--- src/assert_macros.svh ---
// Assertion macros shared by the RTL files.
// Define ASSERT_OFF to compile the assertions out.
`ifndef ASSERT_MACROS_SVH
`define ASSERT_MACROS_SVH

`ifndef ASSERT_OFF

// The consequent must hold in the same cycle as the antecedent.
`define ASSERT_SAME(lbl, clk, rst, ante, cons, msg) \
   lbl: assert property (@(posedge clk) disable iff (rst) (ante) |-> (cons)) \
      else $error(msg);

// The consequent must hold in the cycle after the antecedent.
`define ASSERT_NEXT(lbl, clk, rst, ante, cons, msg) \
   lbl: assert property (@(posedge clk) disable iff (rst) (ante) |=> (cons)) \
      else $error(msg);

`else

`define ASSERT_SAME(lbl, clk, rst, ante, cons, msg)
`define ASSERT_NEXT(lbl, clk, rst, ante, cons, msg)

`endif

`endif

--- src/cbdq_pkg.sv ---
package cbdq_pkg;

   // Store geometry.
   localparam int DEPTH      = 32;
   localparam int DATA_WIDTH = 32;
   localparam int IDX_W      = $clog2(DEPTH);
   localparam int CNT_W      = $clog2(DEPTH + 1);

   // Widths of the request and response fields.
   localparam int OP_W     = 2;
   localparam int VALUE_W  = 32;
   localparam int STATUS_W = 2;
   localparam int OCC_W    = 6;

   // Operation carried by each request.
   typedef enum logic [OP_W-1:0] {
      OP_PUSH_FRONT = 2'd0,
      OP_PUSH_BACK  = 2'd1,
      OP_POP_FRONT  = 2'd2,
      OP_POP_BACK   = 2'd3
   } op_type;

   // Outcome reported with each response.
   typedef enum logic [STATUS_W-1:0] {
      ST_DONE  = 2'd0,
      ST_FULL  = 2'd1,
      ST_EMPTY = 2'd2
   } status_type;

   // Commands from the controller to the datapath.
   typedef struct packed {
      logic execute;   // carry out the request presented on the input side
   } cmd_type;

endpackage

--- src/cbdq_datapath.sv ---
`include "assert_macros.svh"

module cbdq_datapath (
   input  logic                              clock,
   input  logic                              reset,
   input  cbdq_pkg::cmd_type                 cmd,
   input  cbdq_pkg::op_type                  operation,
   input  logic [cbdq_pkg::VALUE_W-1:0]      push_value,
   output logic [cbdq_pkg::VALUE_W-1:0]      popped_value,
   output cbdq_pkg::status_type              status,
   output logic [cbdq_pkg::OCC_W-1:0]        occupancy
);

   localparam logic [cbdq_pkg::IDX_W-1:0] LAST_SLOT  = cbdq_pkg::IDX_W'(cbdq_pkg::DEPTH - 1);
   localparam logic [cbdq_pkg::CNT_W-1:0] FULL_COUNT = cbdq_pkg::CNT_W'(cbdq_pkg::DEPTH);

   // Circular store.
   logic [cbdq_pkg::DATA_WIDTH-1:0] mem [cbdq_pkg::DEPTH];

   logic [cbdq_pkg::IDX_W-1:0]      head_ff, head_in;
   logic [cbdq_pkg::IDX_W-1:0]      tail_ff, tail_in;
   logic [cbdq_pkg::CNT_W-1:0]      count_ff, count_in;
   cbdq_pkg::status_type            status_ff, status_in;
   logic                            pop_ok_ff, pop_ok_in;
   logic [cbdq_pkg::DATA_WIDTH-1:0] rd_data_ff;

   logic                            wr_en;
   logic [cbdq_pkg::IDX_W-1:0]      wr_addr;
   logic [cbdq_pkg::IDX_W-1:0]      rd_addr;
   logic [cbdq_pkg::DATA_WIDTH-1:0] wr_word;
   logic                            is_push;
   logic                            is_front;
   logic                            empty;
   logic                            full;

   function automatic logic [cbdq_pkg::IDX_W-1:0] slot_next(
      input logic [cbdq_pkg::IDX_W-1:0] s
   );
      return (s == LAST_SLOT) ? '0 : s + 1'b1;
   endfunction

   function automatic logic [cbdq_pkg::IDX_W-1:0] slot_prev(
      input logic [cbdq_pkg::IDX_W-1:0] s
   );
      return (s == '0) ? LAST_SLOT : s - 1'b1;
   endfunction

   // Decode the request and the occupancy.
   assign is_push  = (operation == cbdq_pkg::OP_PUSH_FRONT) ||
                     (operation == cbdq_pkg::OP_PUSH_BACK);
   assign is_front = (operation == cbdq_pkg::OP_PUSH_FRONT) ||
                     (operation == cbdq_pkg::OP_POP_FRONT);
   assign empty    = (count_ff == '0);
   assign full     = (count_ff == FULL_COUNT);
   assign wr_word  = cbdq_pkg::DATA_WIDTH'(push_value);

   // Pointer, count and store-access updates for one request.
   always_comb begin
      head_in   = head_ff;
      tail_in   = tail_ff;
      count_in  = count_ff;
      status_in = cbdq_pkg::ST_DONE;
      pop_ok_in = 1'b0;
      wr_en     = 1'b0;
      wr_addr   = head_ff;
      rd_addr   = head_ff;
      if (cmd.execute) begin
         if (is_push) begin
            if (full) begin
               status_in = cbdq_pkg::ST_FULL;
            end else begin
               // An empty store restarts both ends at slot zero.
               if (empty) begin
                  head_in = '0;
                  tail_in = '0;
                  wr_addr = '0;
               end else if (is_front) begin
                  head_in = slot_prev(head_ff);
                  wr_addr = slot_prev(head_ff);
               end else begin
                  tail_in = slot_next(tail_ff);
                  wr_addr = slot_next(tail_ff);
               end
               wr_en    = 1'b1;
               count_in = count_ff + 1'b1;
            end
         end else begin
            if (empty) begin
               status_in = cbdq_pkg::ST_EMPTY;
            end else begin
               rd_addr   = is_front ? head_ff : tail_ff;
               pop_ok_in = 1'b1;
               count_in  = count_ff - 1'b1;
               // Removing the last entry sends both ends back to slot zero.
               if (count_ff == cbdq_pkg::CNT_W'(1)) begin
                  head_in = '0;
                  tail_in = '0;
               end else if (is_front) begin
                  head_in = slot_next(head_ff);
               end else begin
                  tail_in = slot_prev(tail_ff);
               end
            end
         end
      end
   end

   // Pointer and count registers.
   always_ff @(posedge clock) begin
      if (reset) begin
         head_ff  <= '0;
         tail_ff  <= '0;
         count_ff <= '0;
      end else begin
         head_ff  <= head_in;
         tail_ff  <= tail_in;
         count_ff <= count_in;
      end
   end

   // Result registers, loaded once per request.
   always_ff @(posedge clock) begin
      if (cmd.execute) begin
         status_ff <= status_in;
         pop_ok_ff <= pop_ok_in;
      end
   end

   // Store write port and registered read port.
   always_ff @(posedge clock) begin
      if (wr_en) begin
         mem[wr_addr] <= wr_word;
      end
      if (cmd.execute) begin
         rd_data_ff <= mem[rd_addr];
      end
   end

   // Response fields.
   assign popped_value = pop_ok_ff ? cbdq_pkg::VALUE_W'(rd_data_ff) : '0;
   assign status       = status_ff;
   assign occupancy    = cbdq_pkg::OCC_W'(count_ff);

   `ASSERT_SAME(a_count_bound, clock, reset, 1'b1, count_ff <= FULL_COUNT, "count above depth")
   `ASSERT_SAME(a_empty_ptrs, clock, reset, empty, (head_ff == '0) && (tail_ff == '0), "empty store with stray pointers")
   `ASSERT_SAME(a_single_ptrs, clock, reset, count_ff == cbdq_pkg::CNT_W'(1), head_ff == tail_ff, "single entry with ends apart")
   `ASSERT_NEXT(a_full_hold, clock, reset, cmd.execute && is_push && full, (status_ff == cbdq_pkg::ST_FULL) && $stable(count_ff), "refused push changed the count")

endmodule

--- src/cbdq_ctrl.sv ---
`include "assert_macros.svh"

module cbdq_ctrl (
   input  logic              clock,
   input  logic              reset,
   input  logic              req_tvalid,
   output logic              req_tready,
   output logic              rsp_tvalid,
   input  logic              rsp_tready,
   output cbdq_pkg::cmd_type cmd
);

   typedef enum logic [1:0] {
      S_IDLE = 2'b01,
      S_RESP = 2'b10
   } state_type;

   state_type state_ff, state_in;

   // Take a request when idle, then hold the response until it is taken.
   always_comb begin
      state_in    = state_ff;
      req_tready  = 1'b0;
      rsp_tvalid  = 1'b0;
      cmd.execute = 1'b0;
      case (state_ff)
         S_IDLE: begin
            req_tready = 1'b1;
            if (req_tvalid) begin
               cmd.execute = 1'b1;
               state_in    = S_RESP;
            end
         end
         S_RESP: begin
            rsp_tvalid = 1'b1;
            if (rsp_tready) begin
               state_in = S_IDLE;
            end
         end
         default: begin
            state_in = S_IDLE;
         end
      endcase
   end

   always_ff @(posedge clock) begin
      if (reset) begin
         state_ff <= S_IDLE;
      end else begin
         state_ff <= state_in;
      end
   end

   `ASSERT_NEXT(a_req_gives_rsp, clock, reset, req_tvalid && req_tready, rsp_tvalid && !req_tready, "request without response")
   `ASSERT_NEXT(a_rsp_held, clock, reset, rsp_tvalid && !rsp_tready, rsp_tvalid, "response dropped while stalled")
   `ASSERT_SAME(a_one_side, clock, reset, 1'b1, !(req_tready && rsp_tvalid), "request taken while response pending")

endmodule

--- src/circular_buffer_deque_core.sv ---
// Channel   Direction  tdata                                 tuser
// req_      in         [31:0] push_value                     [1:0] operation
// rsp_      out        [31:0] popped_value, [37:32] occupancy [1:0] status
//
// The store and pointers update on the cycle the request is taken, and the
// response is offered from the next cycle on. The registered store read and
// the controller, which takes no request while a response is pending, mean
// that a new request is taken only after the last response has gone.
// Reset is synchronous and active high; it empties the queue.
// A stalled response holds the block: no new request is taken until it goes.
module circular_buffer_deque_core (
   input  logic        clock,
   input  logic        reset,
   input  logic        req_tvalid,
   output logic        req_tready,
   input  logic [31:0] req_tdata,   // [31:0] push_value
   input  logic [1:0]  req_tuser,   // [1:0] operation
   output logic        rsp_tvalid,
   input  logic        rsp_tready,
   output logic [39:0] rsp_tdata,   // [31:0] popped_value, [37:32] occupancy, zero fill
   output logic [1:0]  rsp_tuser    // [1:0] status
);

   cbdq_pkg::cmd_type                 cmd;
   cbdq_pkg::status_type              status;
   logic [cbdq_pkg::VALUE_W-1:0]      popped_value;
   logic [cbdq_pkg::OCC_W-1:0]        occupancy;

   cbdq_ctrl u_ctrl (
      .clock      (clock),
      .reset      (reset),
      .req_tvalid (req_tvalid),
      .req_tready (req_tready),
      .rsp_tvalid (rsp_tvalid),
      .rsp_tready (rsp_tready),
      .cmd        (cmd)
   );

   cbdq_datapath u_datapath (
      .clock        (clock),
      .reset        (reset),
      .cmd          (cmd),
      .operation    (cbdq_pkg::op_type'(req_tuser)),
      .push_value   (req_tdata),
      .popped_value (popped_value),
      .status       (status),
      .occupancy    (occupancy)
   );

   // Pack the response.
   assign rsp_tdata = {2'b00, occupancy, popped_value};
   assign rsp_tuser = status;

endmodule

--- config.mk ---
export PLATFORM = sky130hd
export DESIGN_NAME = circular_buffer_deque_core
export DESIGN_NICKNAME = d
export VERILOG_FILES = /design/src/cbdq_pkg.sv /design/src/cbdq_datapath.sv /design/src/cbdq_ctrl.sv /design/src/circular_buffer_deque_core.sv
export VERILOG_INCLUDE_DIRS = /design/src /design/src/src
export SDC_FILE = /design/constraint.sdc
export NUM_CORES = 1
export LEC_CHECK = 0
export BUFFER_PORTS_ARGS = -buffer_cell sky130_fd_sc_hd__buf_2
export CORE_MARGIN = 3
export CORE_UTILIZATION = 30
export DETAILED_ROUTE_END_ITERATION = 7
export GPL_TIMING_DRIVEN = 0
export MAX_ROUTING_LAYER = met4
export PLACE_DENSITY = 0.54
export REMOVE_ABC_BUFFERS = 1
export SLEW_MARGIN = 20
export SYNTH_ARGS = -nofsm -noshare
export SYNTH_HDL_FRONTEND = slang
export SYNTH_SLANG_ARGS = --single-unit
--- constraint.sdc ---
create_clock -name clock -period 11.6 [get_ports clock]
set_input_delay 2.32 -clock clock [delete_from_list [all_inputs] [get_ports clock]]
set_output_delay 2.32 -clock clock [all_outputs]
set_load 0.05 [all_outputs]
==> results of run 1 <==
path summary, 6_finish.rpt:
path                                             endpoint  slack, ns  cells past startpoint
worst min-delay path              u_datapath.occupancy[1]       0.56                      2
worst max-delay path            u_datapath.rd_data_ff[27]       5.81                     16
worst min register to register    u_datapath.occupancy[1]       0.56                      2
worst max register to register  u_datapath.rd_data_ff[27]       7.02                     16
state kept, by name (all words and copies together), names as in the netlist:
| signal | flops |
|---|---|
| u_datapath.mem | 1024 |
| u_datapath.tail_ff | 5 |
| u_datapath.head_ff | 5 |
| u_datapath.status | 2 |
| u_ctrl.state_ff | 2 |
| u_datapath.occupancy | 6 |
| u_datapath.pop_ok_ff | 1 |
| u_datapath.rd_data_ff | 32 |
per-layer routing:
metal / share of wire [%] / global-route usage [%] / vias to the layer above
met1: 45 / 23.9 / 13700
met3: 7.0 / 2.71 / 188
met4: 2.3 / 4.08 / 0
met2: 46 / 24.8 / 988
li1: - / - / 12200
met5: 0 / - / -
through the flow:
stage	instance area, um2	setup WS [ns]	setup TNS, ns	util (%)
2_1_floorplan	41400	0.953	0	-
3_3_place_gp	44200	-6.15	-192.07	31.5
3_5_place_dp	48500	5.12	0	34.6
4_1_cts	51800	5.85	0	37.0
5_1_grt	51800	5.57	0	37.0
6_report	51800	5.81	0	37.0
worst reg2reg max path: stages, from the launching register on:
cell and delay (ns):
dfxtp_1 0.32, nor2b_1 0.16, nand2_1 0.19, inv_4 0.38, buf_12 0.26, o2111a_1 0.79, mux2i_4 0.57, buf_8 0.24
buf_8 0.18, buf_16 0.18, buf_16 0.18, buf_16 0.18, buf_8 0.20, nand2_1 0.07, a31oi_1 0.15, nand4_1 0.17
nand4_1 0.18
cell type report:
type | count | area, um2 | share of cell area, %
Sequential cell | 1077 | 32200 | 62.1
Antenna cell | 3 | 7.51 | 0.0145
Clock inverter | 51 | 352 | 0.679
Multi-Input combinational cell | 1957 | 9540 | 18.4
Clock buffer | 142 | 2920 | 5.63
Timing Repair Buffer | 255 | 4390 | 8.48
Tap cell | 1876 | 2350 | 4.53
Inverter | 16 | 62.6 | 0.121
placed cells by master, fill, tap and decap left out, drive strengths merged, types with 2 or more instances in the layout:
master / instances
a211oi: 5
a21oi: 10
a22oi: 4
a311oi: 2
a31oi: 131
and2: 33
and3: 4
buf: 255
bufinv: 3
clkbuf: 142
clkinv: 42
conb: 2
dfxtp: 18
diode: 3
edfxtp: 1059
ha: 9
inv: 21
mux2i: 4
nand2: 1047
nand2b: 5
nand3: 397
nand4: 160
nor2: 60
nor2b: 3
nor3: 12
o21a: 5
o21ai: 26
o31ai: 4
o32a: 2
or3: 12
xnor2: 6
xor2: 4
where the power goes:
| part | leakage (nW) | switching [mW] | total [mW] | internal [mW] |
|---|---|---|---|---|
| combinational | 5.66 | 0.894 | 1.36 | 0.469 |
| sequential | 9.69 | 0.0376 | 4.41 | 4.37 |
| clock | 1.59 | 1.45 | 3.28 | 1.83 |
| total | 16.9 | 2.38 | 9.05 | 6.67 |
logic make-up after synthesis:
group           count (synthesis)  share of synthesized area [%]
fa+ha+maj                       9                          0.265
mux                             5                          0.177
compound gates                194                           3.11
xor+xnor                       10                          0.206
other cells                     1                        0.00883
flops                        1077                           75.7
buf+inv                       213                           2.60
simple gates                 1737                           17.9
==> results summary, run 1 <==
The row count is 137. The worst register-to-register path begins at u_ctrl.state_ff[0]. The die covers 0.146 mm2. edfxtp_1 takes more of the synthesized area than any other cell. The number of hold-slack violations in the final timing report is 0.

The distinct cell type count of the synthesized netlist came out at 46. Hold timing on the final database bottoms out at a slack of 0.557 ns. The die span in y is 382 um. The worst hold path class is flop to flop. The number of synthesized register bits is 1077. The CTS tree is done.

The worst setup path is captured at a flop. The maximum count of clock buffers along a single path is 3. The pin count of the biggest net entering global routing is 33. The wire length of the first global-routing pass came out at 177 mm. By count the netlist is led by edfxtp_1, nand2_1, nand3_1, nand4_1, a31oi_1.

The category of the most critical setup path is input pin to flop. The required time of the worst setup path is 12.10 ns. The final cell count without fillers came out at 5377. The flow ran to the end, and the final reports show no timing, DRC or antenna violations. The proportion of netlist area held by the largest area contributor came out at 74.9%. STA classifies the critical path startpoint as an input pin.

The number of buffer cells added on primary ports is 79. The sequential cell area fraction in the yosys report is 75.7%. Counting flops with an async set or reset pin after synthesis yields a share of 0%. For this run, the leading register cell type out of synthesis is edfxtp_1.

The CTS H-tree depth is 3. The final clock period utilization by the worst path came out at 49.9%. The tightest slew margin relative to the limit is 36.2%. The maximum frequency from static timing analysis came out at 173 MHz. The routed via count divided by cell count came out at 5.04. The most common cell in the synthesized netlist is edfxtp_1. The number of global-route vias before repair came out at 25800. The cell family contributing the most delay on the critical path is buffers and inverters. The post-route minimum period is 5.79 ns. The total of fill cells in the finished design came out at 13200.

The total number of vias came out at 27100. Gates resized during post-CTS repair numbered 0. The number of antenna violations at the first check in global routing is 7. At the end of the flow, the number of nets in the layout was 3464. Traced cell by cell, the critical path runs through buf_2 > nand2_1 > inv_4 > buf_12 > o2111a_1 > mux2i_4 > buf_8 > buf_8 > buf_16 > buf_16 > buf_16 > buf_8 > nand2_1 > a31oi_1 > nand4_1 > nand4_1.

The total setup violations reported at the end of the flow is 0. The final worst clock skew is 0.0242 ns. The number of instances in the placed design came out at 5181. The number of nets still failing antenna checks after routing came out at 0. Once the clock tree was built, the setup fixing pass inserted 0 buffers. Summed over all layers, the routed wires come to 121 mm. The total global routing overflow is 0. Clock tree synthesis selected as its root buffer the cell clkbuf_16. The max-slew violation total from the final report is 0. For the pin with the worst max-slew slack, the measured transition is 0.957 ns. The number of top-level pins is 82.

For this run, design rule violations remaining after detail routing come to 0. Detailed placement finished with a half-perimeter wire length of 80.2 mm. The clock latency at the later pin of the worst-skew pair is 0.68 ns. VDD sags by at most 0.116 mV. Along the worst path, the maximum fanout reaches 22.

The iteration count of the initial detailed-routing pass is 6. In this run the power density over the cells is 175 mW/mm2. In the final routed layout, each cell accounts on average for 22.4 um. The fraction of layout instances using a drive strength above 1 came out at 12.7%.

The synthesized area divided by synthesized cell count is 13.1 um2. For this run, the slowest stage of the critical path takes 0.79 ns. The number of buffer and inverter instances along the worst setup path came out at 9. The clock slew at the register clock pins of the worst setup and hold paths came out at 0.06 ns. The area growth from synthesis to layout is 22.0%. The most critical setup path has its startpoint at req_tvalid. The standard cell core area is 0.140 mm2. The arrival time at the worst endpoint is 6.29 ns. The total global-route track usage came out at 16.7%. The number of max-cap violations is 0. The number of synthesized flops with an enable pin came out at 1059.

Hold repair after CTS inserted 0 buffers. The Yosys warning count is 0. The number of buffers inserted during clock tree synthesis is 110.

The horizontal die dimension is 382 um. Routability-driven placement finished with a final weighted congestion of 0.743. The worst hold path begins at u_datapath.occupancy[1]. The power consumption is 9.05 mW. The number of DRC violations after detailed-routing iteration 0 is 3169. The starting density of the core is 30.3%. For this design, the slowest cell found on the critical path is o2111a_1.

For this design the static power due to leakage is 16.9 nW. The count of mapped cells out of synthesis is 3246. Yosys attributes the largest share of cell area to edfxtp_1, nand2_1, nand3_1.

Setup repair after global routing left no endpoint under its margin. The mapped netlist covers 0.0425 mm2. The clock sink count came out at 1077.
Note: power is estimated with default switching activity, not from simulation.
==> inputs of run 2 (changes only) <==
--- a/config.mk
+++ b/config.mk
@@ -12,7 +12,7 @@
 export DETAILED_ROUTE_END_ITERATION = 7
 export GPL_TIMING_DRIVEN = 0
 export MAX_ROUTING_LAYER = met4
-export PLACE_DENSITY = 0.54
+export PLACE_DENSITY = 0.56
 export REMOVE_ABC_BUFFERS = 1
 export SLEW_MARGIN = 20
 export SYNTH_ARGS = -nofsm -noshare
==> constraint.sdc (replaced) <==
create_clock -name clock -period 5 [get_ports clock]
set_input_delay 1 -clock clock [delete_from_list [all_inputs] [get_ports clock]]
set_output_delay 1 -clock clock [all_outputs]
set_load 0.05 [all_outputs]
==> run 2 against run 1 <==
  * Setup slack lost 5.2 ns
  * Worst hold slack gained 0.0027 ns
  * Global-route usage shrank 0.13 points
  * Flip-flop and latch count is the same
  * Final cell count grew 0.19%
  * Sequential power grew 130%
  * Via count is essentially flat
  * Critical path type is now flop to flop
  * Largest power group unchanged
  * Highest routed layer unchanged
==> results summary, run 2 (synthesized netlist as in run 1, its figures left out) <==
The final weighted congestion in routability-driven placement came out at 0.774. The total global-route track usage is 16.5%. Entering global routing, the biggest net connects 33 pins. The register with the most flip-flops in the layout has 1024 of them. The area overhead of the layout relative to synthesis is 23.0%.

The die span in y is 382 um. The overall die area came out at 0.146 mm2. Per report_power, the sequential group accounts for 47.0% of the total.

The endpoint identified for the worst register-to-register timing path is u_datapath.rd_data_ff[29]. The startpoint of the tightest hold check path is u_ctrl.state_ff[0]. The iteration count of the initial detailed-routing pass came out at 5. The number of DRC violations after detailed-routing iteration 0 came out at 3022. The number of resized instances in the post-cts repair step came out at 0. The clock sink count came out at 1077. Leaving out fill and tap cells, the most frequent cell in the layout is edfxtp_1. The final clock period utilization by the worst path came out at 88.3%.

The total global routing overflow is 0. The total number of vias came out at 27100. The combinational power share is 14.6%. The setup fix buffers added after clock tree synthesis is 0. Net switching is 25.9% of the power.

The net switching power is 5.63 mW. The number of global-route vias before repair came out at 26100. The summed negative setup slack over all endpoints is 0 ns. The H-tree was split into 3 levels. The slew of the pin with the lowest slew margin is 0.989 ns. The number of hold-slack violations in the final timing report came out at 0. The maximum count of clock buffers along a single path came out at 3.

The standard cell core area came out at 0.140 mm2. The clock slew at the register clock pins of the worst setup and hold paths came out at 0.06 ns. The worst-case hold slack is 0.560 ns. The count of hold buffers inserted by post-cts repair is 0.

The final worst clock skew came out at 0.0266 ns. For this design the static power due to leakage is 17.1 nW. u_datapath.mem holds more flip-flops than any other register. The end point of the worst hold path is u_ctrl.state_ff[1]. The number of design rule violations left after detail routing came out at 0.

The startpoint identified for the worst register-to-register timing path is u_ctrl.state_ff[0]. The clock latency at the later pin of the worst-skew pair came out at 0.68 ns. The required time of the worst setup path came out at 5.52 ns. The number of antenna violations at the first check in global routing came out at 7. Static timing analysis puts the maximum clock frequency at 226 MHz. The power consumption is 21.7 mW. The total internal power came out at 16.1 mW. The worst setup path is launched from a flop.

The run finished with clean final reports. The row count is 137. Using the TritonRoute via totals, the vias-per-cell ratio works out to 5.03. Clock tree synthesis inserted a total of 110 buffers.

Leaving out fill and tap cells, the most frequent cells in the layout are edfxtp_1, nand2_1, nand3_1. Buffers placed on the I/O ports in this run total 79. The number of nets still failing antenna checks after routing is 0.

The tree is rooted in a clkbuf_16. TritonCTS built the clock tree. After filler insertion, the fill cell instance count of the layout stands at 13000. In the final layout, the share of cells above drive strength 1 is 13.3%. The tightest slew margin relative to the limit came out at 34.0%.

82 I/O pins were placed. The arrival time at the worst endpoint is 4.93 ns. After layout, the minimum clock period comes to 4.42 ns. Across the VDD grid, the largest voltage drop is 0.311 mV. Once detailed placement completed, the half-perimeter wirelength came to 79.7 mm. The horizontal die dimension is 382 um. The largest fanout on the critical path came out at 23.

The wire length after detailed routing came out at 120 mm. Along the worst hold path, the cell count comes to 3. Max-cap violations in this run came to 0. The clock network burns 38.4% of the power. The worst reg-to-reg setup slack is 0.58 ns. The max-slew violation total from the final report is 0.

The initial utilization of the core area, before any placement, comes to 30.3%. The path class of the tightest hold or removal check is flop to flop. The power density of the placed cells is 416 mW/mm2. The critical path in this run is classified as flop to flop. STA classifies the critical path endpoint as a flop. Setup repair after global routing left no endpoint under its margin.

The total setup violations reported at the end of the flow came out at 0. The number of cells on the worst reg-to-reg path is 16. After the last flow step, the layout net total stands at 3459. The wire length of the first global-routing pass came out at 176 mm.

After detailed routing, the average wire length per cell comes to 22.3 um.
[run 2: through the flow]
| step | utilization, % | instance area (um2) | instances | worst slack, ns |
|---|---|---|---|---|
| finish | 37.3 | 52200 | 5387 | 0.584 |
| global route | 37.3 | 52200 | 5387 | 0.260 |
| CTS | 37.3 | 52200 | 5384 | 0.254 |
| detailed placement | 34.7 | 48500 | 5176 | -0.304 |
| global placement | 31.5 | 44200 | 5005 | -11.24 |
| floorplan | - | 41400 | 3050 | -4.54 |
[run 2: how the worst max path moves through the flow]
| stage | from | endpoint | slack (ns) | cells after the start |
|---|---|---|---|---|
| CTS | u_ctrl.state_ff[0] | u_datapath.rd_data_ff[29] | 0.25 | 16 |
| finish | u_ctrl.state_ff[0] | u_datapath.rd_data_ff[29] | 0.58 | 16 |
| global route | u_ctrl.state_ff[0] | u_datapath.rd_data_ff[23] | 0.26 | 16 |
| detailed placement | req_tvalid | u_datapath.rd_data_ff[29] | -0.30 | 16 |
| global placement | req_tvalid | u_datapath.rd_data_ff[22] | -11.24 | 9 |
| floorplan | u_ctrl.state_ff[0] | u_datapath.rd_data_ff[30] | -4.54 | 9 |
[run 2: power by group through the flow]
stage                     combinational [mW]  clock, mW  sequential [mW]
after CTS                               3.19       8.49             10.2
after global placement                  3.01          0             10.4
after global routing                    3.43       8.83             10.2
after floorplan                         1.72          0             10.4
final                                   3.17       8.35             10.2
after detailed placement                3.19          0             10.4
[run 2: area by class of cell]
type                    instances  area [um2]  share of cell area [%]
repair buffers                250        4430                    8.47
well taps                    1876        2350                    4.49
diodes                          3        7.51                  0.0144
clock buffers                 129        2820                    5.41
flip-flops and latches       1077       32200                    61.6
inverters                      16        62.6                   0.120
clock inverters                79         850                    1.63
multi-input cells            1957        9540                    18.3
[run 2: per-layer routing]
| metal | track usage, % | vias to the layer above | wire length, um |
|---|---|---|---|
| li1 | - | 12300 | - |
| met1 | 23.0 | 13500 | 52300 |
| met2 | 25.1 | 1132 | 55000 |
| met3 | 2.63 | 245 | 9090 |
| met4 | 4.65 | 0 | 3490 |
| met5 | - | - | 0 |
[run 2: critical path, stage by stage (launching register included)]
cell and delay [ns]:
dfxtp_1 0.32, nor2b_1 0.16, nand2_1 0.21, inv_4 0.30, buf_12 0.24, o2111a_2 0.57, mux2i_4 0.78, buf_16 0.24
buf_8 0.18, buf_16 0.18, buf_8 0.17, buf_16 0.17, buf_8 0.18, nand2_1 0.06, a31oi_1 0.16, nand4_1 0.14
nand4_1 0.13
